## config.mk

```make
export PLATFORM = sky130hd
export DESIGN_NAME = can_signal_decoder
export DESIGN_NICKNAME = d
export VERILOG_FILES = /design/src/rtl/csd_pkg.sv /design/src/rtl/csd_div.sv /design/src/rtl/can_signal_decoder.sv
export SDC_FILE = /design/constraint.sdc
export NUM_CORES = 2
export LEC_CHECK = 0
export BUFFER_PORTS_ARGS = -buffer_cell sky130_fd_sc_hd__buf_2
export CAP_MARGIN = 20
export CORE_MARGIN = 3
export CORE_UTILIZATION = 47
export CTS_BUF_LIST = sky130_fd_sc_hd__clkbuf_4 sky130_fd_sc_hd__clkbuf_8
export CTS_CLUSTER_SIZE = 40
export DETAILED_ROUTE_END_ITERATION = 8
export PLACE_DENSITY_LB_ADDON = 0.3
export SLEW_MARGIN = 10
export SYNTH_ARGS = -nofsm -noshare
export SYNTH_HDL_FRONTEND = slang
export SYNTH_HIERARCHICAL = 1
export SYNTH_SLANG_ARGS = --single-unit
```

## constraint.sdc

```tcl
create_clock -name i_clk -period 21.8 [get_ports i_clk]
set_input_delay 1.09 -clock i_clk [delete_from_list [all_inputs] [get_ports i_clk]]
set_output_delay 1.09 -clock i_clk [all_outputs]
set_load 0.02 [all_outputs]
```

## src/rtl/csd_pkg.sv

```systemverilog
// Package for the CAN signal decoder: widths, register indexes, status codes,
// table entry types. No dependencies.
package csd_pkg;

    localparam int unsigned ENTRIES_DEF = 16;
    localparam int unsigned CFG_IDX_W   = 2;
    localparam int unsigned CFG_DATA_W  = 29;
    localparam int unsigned ID_W        = 29;

    localparam logic [CFG_IDX_W-1:0] REG_ACTIVE  = 2'd0;
    localparam logic [CFG_IDX_W-1:0] REG_TRIGGER = 2'd1;
    localparam logic [CFG_IDX_W-1:0] REG_LIMIT   = 2'd2;

    localparam logic [28:0] TRIGGER_RST = 29'h100;
    localparam logic [7:0]  LIMIT_RST   = 8'd8;

    localparam logic [1:0] ST_CHANGED   = 2'd0;
    localparam logic [1:0] ST_UNCHANGED = 2'd1;
    localparam logic [1:0] ST_MISSING   = 2'd2;
    localparam logic [1:0] ST_RANGE     = 2'd3;

    typedef struct packed {
        logic [ID_W-1:0] can_id;
        logic [1:0]      byte_count;
        logic [2:0]      hi_idx;
        logic [2:0]      lo_idx;
        logic            checked;
        logic signed [15:0] mul;
        logic signed [15:0] div;
        logic signed [15:0] off;
    } t_entry;

    // divider request/response between the walker and the divider
    typedef struct packed {
        logic               start;
        logic signed [31:0] num;
        logic signed [15:0] den;
    } t_div_req;

    typedef struct packed {
        logic               done;
        logic signed [31:0] quo;
    } t_div_rsp;

endpackage

```

## src/rtl/csd_div.sv

```systemverilog
// Signed 32/16 restoring divider, one quotient bit per cycle, truncates
// toward zero. Depends on csd_pkg.
module csd_div (
    input  logic              i_clk,
    input  logic              i_rst_n,
    input  csd_pkg::t_div_req i_req,
    output csd_pkg::t_div_rsp o_rsp
);
    import csd_pkg::*;

    logic        r_busy;
    logic [5:0]  r_cnt;
    logic [31:0] r_quo;
    logic [16:0] r_rem;
    logic [15:0] r_den;
    logic        r_neg;
    logic        r_done;
    logic [16:0] w_trial;
    logic [16:0] w_shift;

    assign w_shift = {r_rem[15:0], r_quo[31]};
    assign w_trial = w_shift - {1'b0, r_den};

    always_ff @(posedge i_clk) begin
        if (!i_rst_n) begin
            r_busy <= 1'b0;
            r_done <= 1'b0;
            r_cnt  <= '0;
        end else begin
            r_done <= 1'b0;
            if (i_req.start) begin
                r_busy <= 1'b1;
                r_cnt  <= 6'd32;
            end else if (r_busy) begin
                r_cnt <= r_cnt - 6'd1;
                if (r_cnt == 6'd1) begin
                    r_busy <= 1'b0;
                    r_done <= 1'b1;
                end
            end
        end
    end

    always_ff @(posedge i_clk) begin
        if (i_req.start) begin
            r_quo <= i_req.num[31] ? 32'(-i_req.num) : i_req.num;
            r_den <= i_req.den[15] ? 16'(-i_req.den) : i_req.den;
            r_neg <= i_req.num[31] ^ i_req.den[15];
            r_rem <= '0;
        end else if (r_busy) begin
            if (!w_trial[16]) begin
                r_rem <= w_trial;
                r_quo <= {r_quo[30:0], 1'b1};
            end else begin
                r_rem <= w_shift;
                r_quo <= {r_quo[30:0], 1'b0};
            end
        end
    end

    assign o_rsp.done = r_done;
    assign o_rsp.quo  = r_neg ? 32'(-r_quo) : r_quo;

`ifndef SYNTHESIS
    a_done_ends_busy: assert property (@(posedge i_clk) disable iff (!i_rst_n)
        r_done |-> !r_busy) else $error("divider done while busy");
    a_start_idle: assert property (@(posedge i_clk) disable iff (!i_rst_n)
        i_req.start |-> !r_busy) else $error("divider restarted while busy");
    a_cnt_busy: assert property (@(posedge i_clk) disable iff (!i_rst_n)
        r_busy |-> r_cnt != 6'd0) else $error("divider count ran out");
`endif

endmodule

```

## src/rtl/can_signal_decoder.sv

```systemverilog
// CAN signal decoder: one frame walks every active table slot in order.
// A matching slot with its bytes present is read from memory, multiplied,
// divided serially and its shown value read-modify-written; a non-matching
// slot is only read and compared. One word at a time: none is taken until
// the walk ends and its last result is handed on. Reset (synchronous, active low)
// resets config, control state and shown flags only, not tables or data.
module can_signal_decoder #(
    parameter int unsigned ENTRIES = csd_pkg::ENTRIES_DEF
) (
    input  logic                           i_clk,
    input  logic                           i_rst_n,
    input  logic                           i_cfg_we,
    input  logic [csd_pkg::CFG_IDX_W-1:0]  i_cfg_idx,
    input  logic [csd_pkg::CFG_DATA_W-1:0] i_cfg_data,
    input  logic                           i_valid,
    output logic                           o_ready,
    input  logic                           i_mode,
    input  logic [28:0]                    i_can_id,
    input  logic [3:0]                     i_frame_length,
    input  logic [63:0]                    i_payload,
    input  logic [3:0]                     i_entry_index,
    input  logic [1:0]                     i_byte_count,
    input  logic [2:0]                     i_high_byte_index,
    input  logic [2:0]                     i_low_byte_index,
    input  logic signed [15:0]             i_scale_multiplier,
    input  logic signed [15:0]             i_scale_divisor,
    input  logic signed [15:0]             i_value_offset,
    input  logic                           i_range_checked,
    output logic                           o_valid,
    input  logic                           i_ready,
    output logic [3:0]                     o_slot,
    output logic signed [31:0]             o_value,
    output logic [1:0]                     o_status,
    output logic                           o_shift_light,
    output logic                           o_last
);
    import csd_pkg::*;

    localparam int unsigned AW = (ENTRIES > 1) ? $clog2(ENTRIES) : 1;
    localparam int unsigned CW = $clog2(ENTRIES + 1);

    localparam logic [2:0] S_IDLE = 3'd0;
    localparam logic [2:0] S_READ = 3'd1;
    localparam logic [2:0] S_TEST = 3'd2;
    localparam logic [2:0] S_MUL  = 3'd3;
    localparam logic [2:0] S_DIV  = 3'd4;
    localparam logic [2:0] S_POST = 3'd5;
    localparam logic [2:0] S_OUT  = 3'd6;

    // configuration
    logic [4:0]  r_active;
    logic [28:0] r_trigger;
    logic [7:0]  r_limit;

    always_ff @(posedge i_clk) begin
        if (!i_rst_n) begin
            r_active  <= '0;
            r_trigger <= TRIGGER_RST;
            r_limit   <= LIMIT_RST;
        end else if (i_cfg_we) begin
            case (i_cfg_idx)
                REG_ACTIVE:  r_active  <= i_cfg_data[4:0];
                REG_TRIGGER: r_trigger <= i_cfg_data[28:0];
                REG_LIMIT:   r_limit   <= i_cfg_data[7:0];
                default: ;
            endcase
        end
    end

    // memories
    t_entry             m_tbl [ENTRIES];
    logic signed [31:0] m_shown [ENTRIES];
    logic [ENTRIES-1:0] r_flag;
    t_entry             r_ent;
    logic signed [31:0] r_shown_rd;

    logic [2:0]  r_state;
    logic [CW-1:0] r_idx;
    logic [CW-1:0] r_limit_n;
    logic [28:0] r_id;
    logic [3:0]  r_flen;
    logic [63:0] r_pay;
    logic signed [31:0] r_prod;
    logic signed [32:0] r_v;
    logic        r_any;
    logic        r_pend;
    logic [3:0]  r_pslot;
    logic signed [31:0] r_pval;
    logic [1:0]  r_pstat;
    logic [1:0]  r_hstat;
    logic        r_plight;
    logic        r_ovalid;
    logic [3:0]  r_oslot;
    logic signed [31:0] r_oval;
    logic [1:0]  r_ostat;
    logic        r_olight;
    logic        r_olast;

    t_div_req w_dreq;
    t_div_rsp w_drsp;

    logic        w_accept;
    logic        w_load_ok;
    logic [3:0]  w_eflen;
    logic [7:0]  w_bhi;
    logic [7:0]  w_blo;
    logic        w_ok;
    logic        w_slot_write;
    logic        w_out_free;
    logic        w_emit_mid;
    logic        w_emit_end;
    logic [AW-1:0] w_ai;
    logic [AW-1:0] w_li;

    assign w_ai     = r_idx[AW-1:0];
    assign w_li     = AW'(i_entry_index);
    assign o_ready  = (r_state == S_IDLE) && !r_pend;
    assign w_accept = i_valid && o_ready;
    assign w_load_ok = w_accept && i_mode && ({2'b0, i_entry_index} < 6'(ENTRIES));
    assign w_eflen  = (r_flen > 4'd8) ? 4'd8 : r_flen;
    assign w_bhi    = r_pay[{r_ent.hi_idx, 3'b000} +: 8];
    assign w_blo    = r_pay[{r_ent.lo_idx, 3'b000} +: 8];
    assign w_ok     = (r_ent.byte_count == 2'd1 && {1'b0, r_ent.lo_idx} < w_eflen) ||
                      (r_ent.byte_count == 2'd2 && {1'b0, r_ent.lo_idx} < w_eflen &&
                       {1'b0, r_ent.hi_idx} < w_eflen);
    assign w_out_free = !r_ovalid || i_ready;
    assign w_emit_mid = (r_state == S_OUT) && r_pend && w_out_free;
    assign w_emit_end = (r_state == S_IDLE) && r_pend && w_out_free;

    always_ff @(posedge i_clk) begin
        if (w_load_ok) begin
            m_tbl[w_li] <= '{i_can_id, i_byte_count, i_high_byte_index,
                i_low_byte_index, i_range_checked, i_scale_multiplier, i_scale_divisor,
                i_value_offset};
        end
        if (r_state == S_READ) begin
            r_ent      <= m_tbl[w_ai];
            r_shown_rd <= m_shown[w_ai];
        end
        if (w_slot_write) begin
            m_shown[w_ai] <= r_v[31:0];
        end
    end

    assign w_slot_write = (r_state == S_POST) && !(r_ent.checked &&
        (r_v < 0 || r_v > $signed({25'd0, r_limit}))) &&
        !(r_flag[w_ai] && r_shown_rd == r_v[31:0]);

    assign w_dreq.start = (r_state == S_MUL);
    assign w_dreq.num   = r_prod;
    assign w_dreq.den   = (r_ent.div == 16'sd0) ? 16'sd1 : r_ent.div;

    csd_div u_div (
        .i_clk   (i_clk),
        .i_rst_n (i_rst_n),
        .i_req   (w_dreq),
        .o_rsp   (w_drsp)
    );

    always_ff @(posedge i_clk) begin
        if (!i_rst_n) begin
            r_state  <= S_IDLE;
            r_flag   <= '0;
            r_pend   <= 1'b0;
            r_ovalid <= 1'b0;
            r_any    <= 1'b0;
            r_idx    <= '0;
        end else begin
            if (w_emit_mid || w_emit_end) begin
                r_ovalid <= 1'b1;
                r_oslot  <= r_pslot;
                r_oval   <= r_pval;
                r_ostat  <= r_hstat;
                r_olight <= r_plight;
                r_olast  <= w_emit_end;
            end else if (i_ready) begin
                r_ovalid <= 1'b0;
            end
            if (w_load_ok) r_flag[w_li] <= 1'b0;
            // pending result goes out once the next match (or end) decides last
            case (r_state)
                S_IDLE: begin
                    if (w_accept && !i_mode) begin
                        r_id   <= i_can_id;
                        r_flen <= i_frame_length;
                        r_pay  <= i_payload;
                        r_idx  <= '0;
                        r_any  <= 1'b0;
                        r_limit_n <= ({1'b0, r_active} > 6'(ENTRIES)) ? CW'(ENTRIES)
                            : CW'(r_active);
                        r_state <= S_READ;
                    end
                    if (w_emit_end) r_pend <= 1'b0;
                end
                S_READ: begin
                    if (r_idx >= r_limit_n) r_state <= S_IDLE;
                    else r_state <= S_TEST;
                end
                S_TEST: begin
                    if (r_ent.can_id != r_id) begin
                        r_idx   <= r_idx + CW'(1);
                        r_state <= S_READ;
                    end else if (!w_ok) begin
                        r_v     <= '0;
                        r_state <= S_OUT;
                        r_pstat <= ST_MISSING;
                    end else begin
                        r_pstat <= ST_CHANGED;
                        r_state <= S_MUL;
                    end
                end
                S_MUL: r_state <= S_DIV;
                S_DIV: if (w_drsp.done) begin
                    r_v     <= 33'(w_drsp.quo) + 33'(r_ent.off);
                    r_state <= S_POST;
                end
                S_POST: begin
                    if (r_ent.checked && (r_v < 0 || r_v > $signed({25'd0, r_limit}))) begin
                        r_pstat <= ST_RANGE;
                        r_v     <= '0;
                    end else if (r_flag[w_ai] && r_shown_rd == r_v[31:0]) begin
                        r_pstat <= ST_UNCHANGED;
                    end else begin
                        r_pstat <= ST_CHANGED;
                        r_flag[w_ai] <= 1'b1;
                    end
                    r_state <= S_OUT;
                end
                S_OUT: begin
                    // previous match is not last; send it before holding this one
                    if (!r_pend || w_out_free) begin
                        r_pend   <= 1'b1;
                        r_pslot  <= 4'(r_idx);
                        r_pval   <= (r_pstat[1]) ? 32'sd0 : r_v[31:0];
                        r_hstat  <= r_pstat;
                        r_plight <= !r_pstat[1] && (r_id == r_trigger);
                        r_any    <= 1'b1;
                        r_idx    <= r_idx + CW'(1);
                        r_state  <= S_READ;
                    end
                end
                default: r_state <= S_IDLE;
            endcase
        end
    end

    always_ff @(posedge i_clk) begin
        if (r_state == S_TEST)
            r_prod <= 32'(signed'({1'b0, (r_ent.byte_count == 2'd2) ? {w_bhi, w_blo}
                : {8'd0, w_blo}})) * 32'((r_ent.mul == 16'sd0) ? 16'sd1 : r_ent.mul);
    end

    assign o_valid       = r_ovalid;
    assign o_slot        = r_oslot;
    assign o_value       = r_oval;
    assign o_status      = r_ostat;
    assign o_shift_light = r_olight;
    assign o_last        = r_olast;

`ifndef SYNTHESIS
    a_ready_idle: assert property (@(posedge i_clk) disable iff (!i_rst_n)
        o_ready |-> r_state == S_IDLE) else $error("ready outside idle");
    a_out_hold: assert property (@(posedge i_clk) disable iff (!i_rst_n)
        o_valid && !i_ready |=> o_valid) else $error("word dropped");
    a_light_status: assert property (@(posedge i_clk) disable iff (!i_rst_n)
        o_valid && o_shift_light |-> !o_status[1]) else $error("light on bad status");
    a_pend_any: assert property (@(posedge i_clk) disable iff (!i_rst_n)
        r_pend && r_state != S_IDLE |-> r_any) else $error("pending without match");
`endif

endmodule

```

# ---- After elaboration in Yosys (flattened, before gate mapping)
# Memory sizes are Yosys's and may differ from the RTL's. A register that Yosys moved wholly into a read port is not among the register bits.
# Index checks and enable logic that the tools add are counted.
dict set report classes {
  n_addsub 7
  n_mul 1
  order_cmp 11
  n_eq_ne 22
  shift 2
  n_mux 58
  bitwise_logic 6
  n_reduce_logical 52
}
# operator count
set ops {}
lappend ops {{two-way mux 32 bit} 5}
lappend ops {{two-way mux 33 bit} 4}
lappend ops {{two-way mux 16 bit} 8}
lappend ops {{variable part select 64 x 7 -> 8 bit} 2}
lappend ops {{one-hot mux 33 bit (3 select lines)} 1}
lappend ops {{negator 32 bit} 2}
lappend ops {{adder 32 x 16 -> 33 bit} 1}
lappend ops {{greater-than comparator 33 x 9 -> 1 bit} 1}
lappend ops {{< comparator 33 x 1 -> 1 bit (second input constant)} 1}
lappend ops {{equality test 32 bit} 1}
lappend ops {{zero test 16 bit} 2}
lappend ops {{multiplier 17 x 32 -> 32 bit} 1}
lappend ops {{equality test 29 bit} 1}
lappend ops {{inequality test 29 bit} 1}
lappend ops {{one-hot mux 3 bit (7 select lines)} 1}
lappend ops {{logical AND 1 bit} 18}
lappend ops {{two-way mux 1 bit} 17}
lappend ops {{subtractor 17 x 16 -> 17 bit} 1}
lappend ops {{bitwise AND 16 bit} 1}
lappend ops {{negator 16 bit} 1}
lappend ops {{NOT 16 bit} 1}
lappend ops {{bitwise OR 16 bit} 1}
lappend ops {{two-way mux 15 bit} 1}
lappend ops {{two-way mux 3 bit} 5}
lappend ops {{other kinds (39)} 81}
dict set report word_totals {
  register_bits 389
  ramBits 1888
  word_cells 194
  n_memories 2
}
# name depth word_bits read_ports rd_ports_with_merged_regs write_ports line_no
set mem_list {}
lappend mem_list {m_tbl 16 86 1 1 1 can_signal_decoder.sv:71} ;# t_entry m_tbl [ENTRIES];
lappend mem_list {m_shown 16 32 1 1 1 can_signal_decoder.sv:72} ;# logic signed [31:0] m_shown [ENTRIES];

# ---- Logic depth before layout (Yosys ltp)
dict set report logic_depth {
  word_depth 12
  ltp_mapped 28
  mapped_depth_nobuf 24
}

# ---- Hierarchy
# The synthesis kept the hierarchy.
# module n_inst cells_each area_per_inst_um2
set modules_own_cells {}
lappend modules_own_cells {can_signal_decoder 1 5073 99317.8}
lappend modules_own_cells {csd_div 1 581 5223.8}

# ---- Worst setup path before layout
# No wires, ideal clock.
dict set report synth_path {
  path_kind {input port to flip-flop}
  startpoint {input i_rst_n}
  endpoint {register r_flen[0] (enable)}
  setup_ps 709
  arrival_time_ps 9010
  setup_slack_ps 12081
  stages 3
  path_buffers 2
  path_cell_list {clkbuf_1 > clkbuf_1 > nor3b_1}
}
dict set report synth_via {
  elab_chain_len 1
}
# item line_no
set synth_rtl {}
lappend synth_rtl {{start, declared} can_signal_decoder.sv:11} ;# input logic i_rst_n,
lappend synth_rtl {{AND reduction 3 bit (no source line)} -}
lappend synth_rtl {{end signal, assigned} can_signal_decoder.sv:185} ;# r_flen <= i_frame_length;
lappend synth_rtl {{end, declared} can_signal_decoder.sv:81} ;# logic [3:0] r_flen;
# No other way between the ends.
# A chain may end at the register's enable or synchronous reset.

# ---- Worst setup path after layout
dict set report layout_path {
  startpoint {register r_ent[53] (netlist name)}
  endpoint {register r_prod[31], data pin}
}
dict set report layout_via {
  elab_chain_len 3
}
# item line_no
set layout_rtl {}
lappend layout_rtl {{variable part select 64 x 7 -> 8 bit} can_signal_decoder.sv:121} ;# assign w_bhi = r_pay[{r_ent.hi_idx, 3'b000} +: 8];
lappend layout_rtl {{two-way mux 16 bit} can_signal_decoder.sv:249} ;# r_prod <= 32'(signed'({1'b0, (r_ent.byte_count == 2'd2) ? {w_bhi, w_blo}
lappend layout_rtl {{multiplier 17 x 32 -> 32 bit} can_signal_decoder.sv:250} ;# : {8'd0, w_blo}})) * 32'((r_ent.mul == 16'sd0) ? 16'sd1 : r_ent.mul);
lappend layout_rtl {{end signal, assigned} can_signal_decoder.sv:249}
lappend layout_rtl {{end, declared} can_signal_decoder.sv:83} ;# logic signed [31:0] r_prod;
# No other way between the ends.

==> impl_metrics.toml <==
[status]
status = "finished, final reports clean"

[synth]
ys.flop_type = "edfxtp_1"
async_flop_share_pct = 0
ys_ff_latch = 2395
ys_top_cells_by_area = "edfxtp_1, mux4_2, fa_1"
ys_types = 82
synth.most_common_cell = "edfxtp_1"
synth_edf_count = 2303
synth-seq-area-share_pct = 67.9
yosysTopAreaCell = "edfxtp_1"
syn_avg_cell_area_sq_um = 18.5
yosysWarnings = 6
synth.cells.most_frequent = "edfxtp_1, mux4_2, inv_1"
synth_area_sq_um = 105000
syn_inst = 5654
synth.top_cell.area_share_pct = 66.2
synth_nets = 6267

[detailed_routing]
drtPass1Iterations = 5
drtIter0Drc = 4740
drc = 0
vias_per_cell = 5.74
postRouteAntennaNets = 0
wl_per_cell_um = 26.0
wl_um = 244000
vias = 53873

[setup_path]
slowest_delay_ps = 880
end_kind = "register"
reg2reg_depth = 23
cp_common_cell = "fa_1"
arrival_ps = 8730
cp_num_cells = 23
required_ps = 22550
criticalPathCategory = "register to register"
path_cells = "mux4_2 -> mux2i_1 -> nor2_1 -> nand2_1 -> fa_1 -> inv_1 -> fa_1 -> inv_1 -> fa_1 -> inv_1 -> fa_1 -> fa_1 -> inv_1 -> fa_1 -> inv_1 -> ha_1 -> nand4_1 -> or2_4 -> o311ai_4 -> o2111ai_2 -> a311oi_2 -> nor4_1 -> or3_1"
critPathBufInv = 5
crit_family = "adder cells"
cp_slowest_cell = "nor2_1"
start_kind = "register"
crit_path_max_fanout = 17

[placement]
dpl.hpwl_um = 143000
dp.cells = 8691
place.gp.congestion = 0.847
portBuffers = 236

[pwr]
irDropWorstVdd_v = 0.000176
p_leak_nw = 39.3
p_per_area_nw_per_um2 = 100

[timing]
max-slew-margin-rel_pct = 24.3
hold_viol = 0
slew_violations = 0
fin_skew_ps = 114
setup_tns_ps = 0
rsz0062_at_grt = "no"
timing.fmax_mhz = 125
fin_hold_ws_ps = 291
period_share_pct = 36.6
worst_pin_slew_ps = 1130
min_period_ps = 7980
report.final.setup_viol = 0

[floorplan]
die_w_um = 478
num_rows = 172
start_util_pct = 47.4
core_sq_um = 220000
num_io_pins = 237
dieArea_sq_um = 228000
die_y_um = 478

[clock_tree]
root_buffer = "clkbuf_8"
clock_latency_ps = 1080
cts_buffers = 391
ctsResizeCount = 0
clk_pin_slew_ps = 60
cts_tree = "built"
post_cts_buffers = 0
cts.sinks = 2395
cts.htree.levels = 5
cts_hold_buf = 0
clock_path_buffers = 4

[run]
cap_violations = 0

[final_layout]
final_cell_count_no_fill = 9387
drive_gt1_share_pct = 25.8
fin_nets = 6748
synthToLayoutAreaGrowth_pct = 11.9
multi_input_area_sq_um = 31300
fillers = 17408
regArea_sq_um = 71000

[worst_hold_path]
hp-class = "input port to register"
min_delay_path_depth = 1

[global_routing]
grt_max_degree = 143
antenna_found_initial = 41
grt_pass1_wl_um = 364000
grt.total_usage_pct = 21.4
grt_overflow = 0
grt_pass1_vias = 55632
## cell usage in the layout, fill, tap and decap left out, drive strengths merged, types with 16 or more instances in the layout
cell,count
a21o,17
edfxtp,2303
nor2b,101
nand2b,31
ha,156
nand2,297
a211oi,20
inv,405
fa,262
o21ai,91
o41ai,16
clkbuf,528
xnor2,138
o31ai,26
mux2i,37
clkinv,126
mux4,627
nand4,29
or4,21
xor2,100
o211ai,19
and2,86
or3,20
dfxtp,92
nor2,140
buf,341
a21oi,101
nor4,47
nor3,41
a21boi,33
## path summary, 6_finish.rpt
kind	endpoint	startpoint	slack, ps
max reg2reg	r_prod[31]	r_ent[53]	13820
max	r_prod[31]	r_ent[53]	13820
min reg2reg	o_status[1]	r_hstat[1]	390
min	r_pay[10]	i_payload[10]	290
## flip-flops by register name, indices dropped and copies added (netlist names), 32 cells and up
| signal | cells |
|---|---|
| o_value | 32 |
| r_ent | 86 |
| r_prod | 32 |
| u_div/r_quo | 32 |
| r_pval | 32 |
| r_v | 33 |
| m_shown | 512 |
| r_pay | 64 |
| r_shown_rd | 32 |
| m_tbl | 1376 |
## worst reg2reg max path, cell delays in order, from the launching register on
cell and delay, ps:
edfxtp_1 840, mux4_2 350, mux2i_1 100, nor2_1 880
nand2_1 180, fa_1 540, inv_1 50, fa_1 510
inv_1 60, fa_1 530, inv_1 70, fa_1 450
fa_1 490, inv_1 50, fa_1 470, inv_1 40
ha_1 370, nand4_1 120, or2_4 270, o311ai_4 360
o2111ai_2 210, a311oi_2 390, nor4_1 80, or3_1 340
## layer usage
layer / part of all wire [%] / vias to the layer above / track usage (%) / routed length, um
met1: 41 / 28501 / 29.7 / 100000
met2: 49 / 1960 / 34.7 / 120000
met4: 2.3 / 16 / 5.90 / 5620
met3: 7.0 / 420 / 4.14 / 17100
li1: - / 22976 / - / -
met5: 0.047 / - / 0 / 114
## cells by family after synthesis
logic type / after synthesis / synth area share (%)
compound gates: 404 / 2.65
xor+xnor: 238 / 1.99
fa+ha+maj: 418 / 6.88
buf+inv: 656 / 2.39
flops: 2395 / 67.9
mux: 677 / 14.0
simple gates: 866 / 4.17
## final cells by class
| class | instances | share of cell area [%] |
|---|---|---|
| sequential | 2395 | 60.7 |
| multi-input combinational | 2603 | 26.7 |
| clock buffer | 526 | 5.55 |
| tap | 2958 | 3.16 |
| timing repair buffer | 343 | 1.81 |
| inverter | 401 | 1.29 |
| clock inverter | 146 | 0.710 |
| antenna | 15 | 0.0321 |
## stage by stage
stage | worst slack [ps] | power (W) | instance area (sq um) | util, %
6_report | 13820 | 0.0118 | 117000 | 53.1
2_1_floorplan | 12080 | 0.00752 | 105000 | -
3_3_place_gp | 13700 | 0.00813 | 109000 | 49.7
4_1_cts | 13630 | 0.0119 | 117000 | 53.0
5_1_grt | 13540 | 0.0125 | 117000 | 53.1
3_5_place_dp | 13610 | 0.00816 | 109000 | 49.7
## report_power, final
group / switching (W) / leakage [nW] / internal [W]
logic: 0.00156 / 13.8 / 0.00119
registers: 0.0000810 / 21.6 / 0.00522
clock network: 0.00170 / 3.88 / 0.00199
Note: power is estimated with default switching activity, not from simulation.
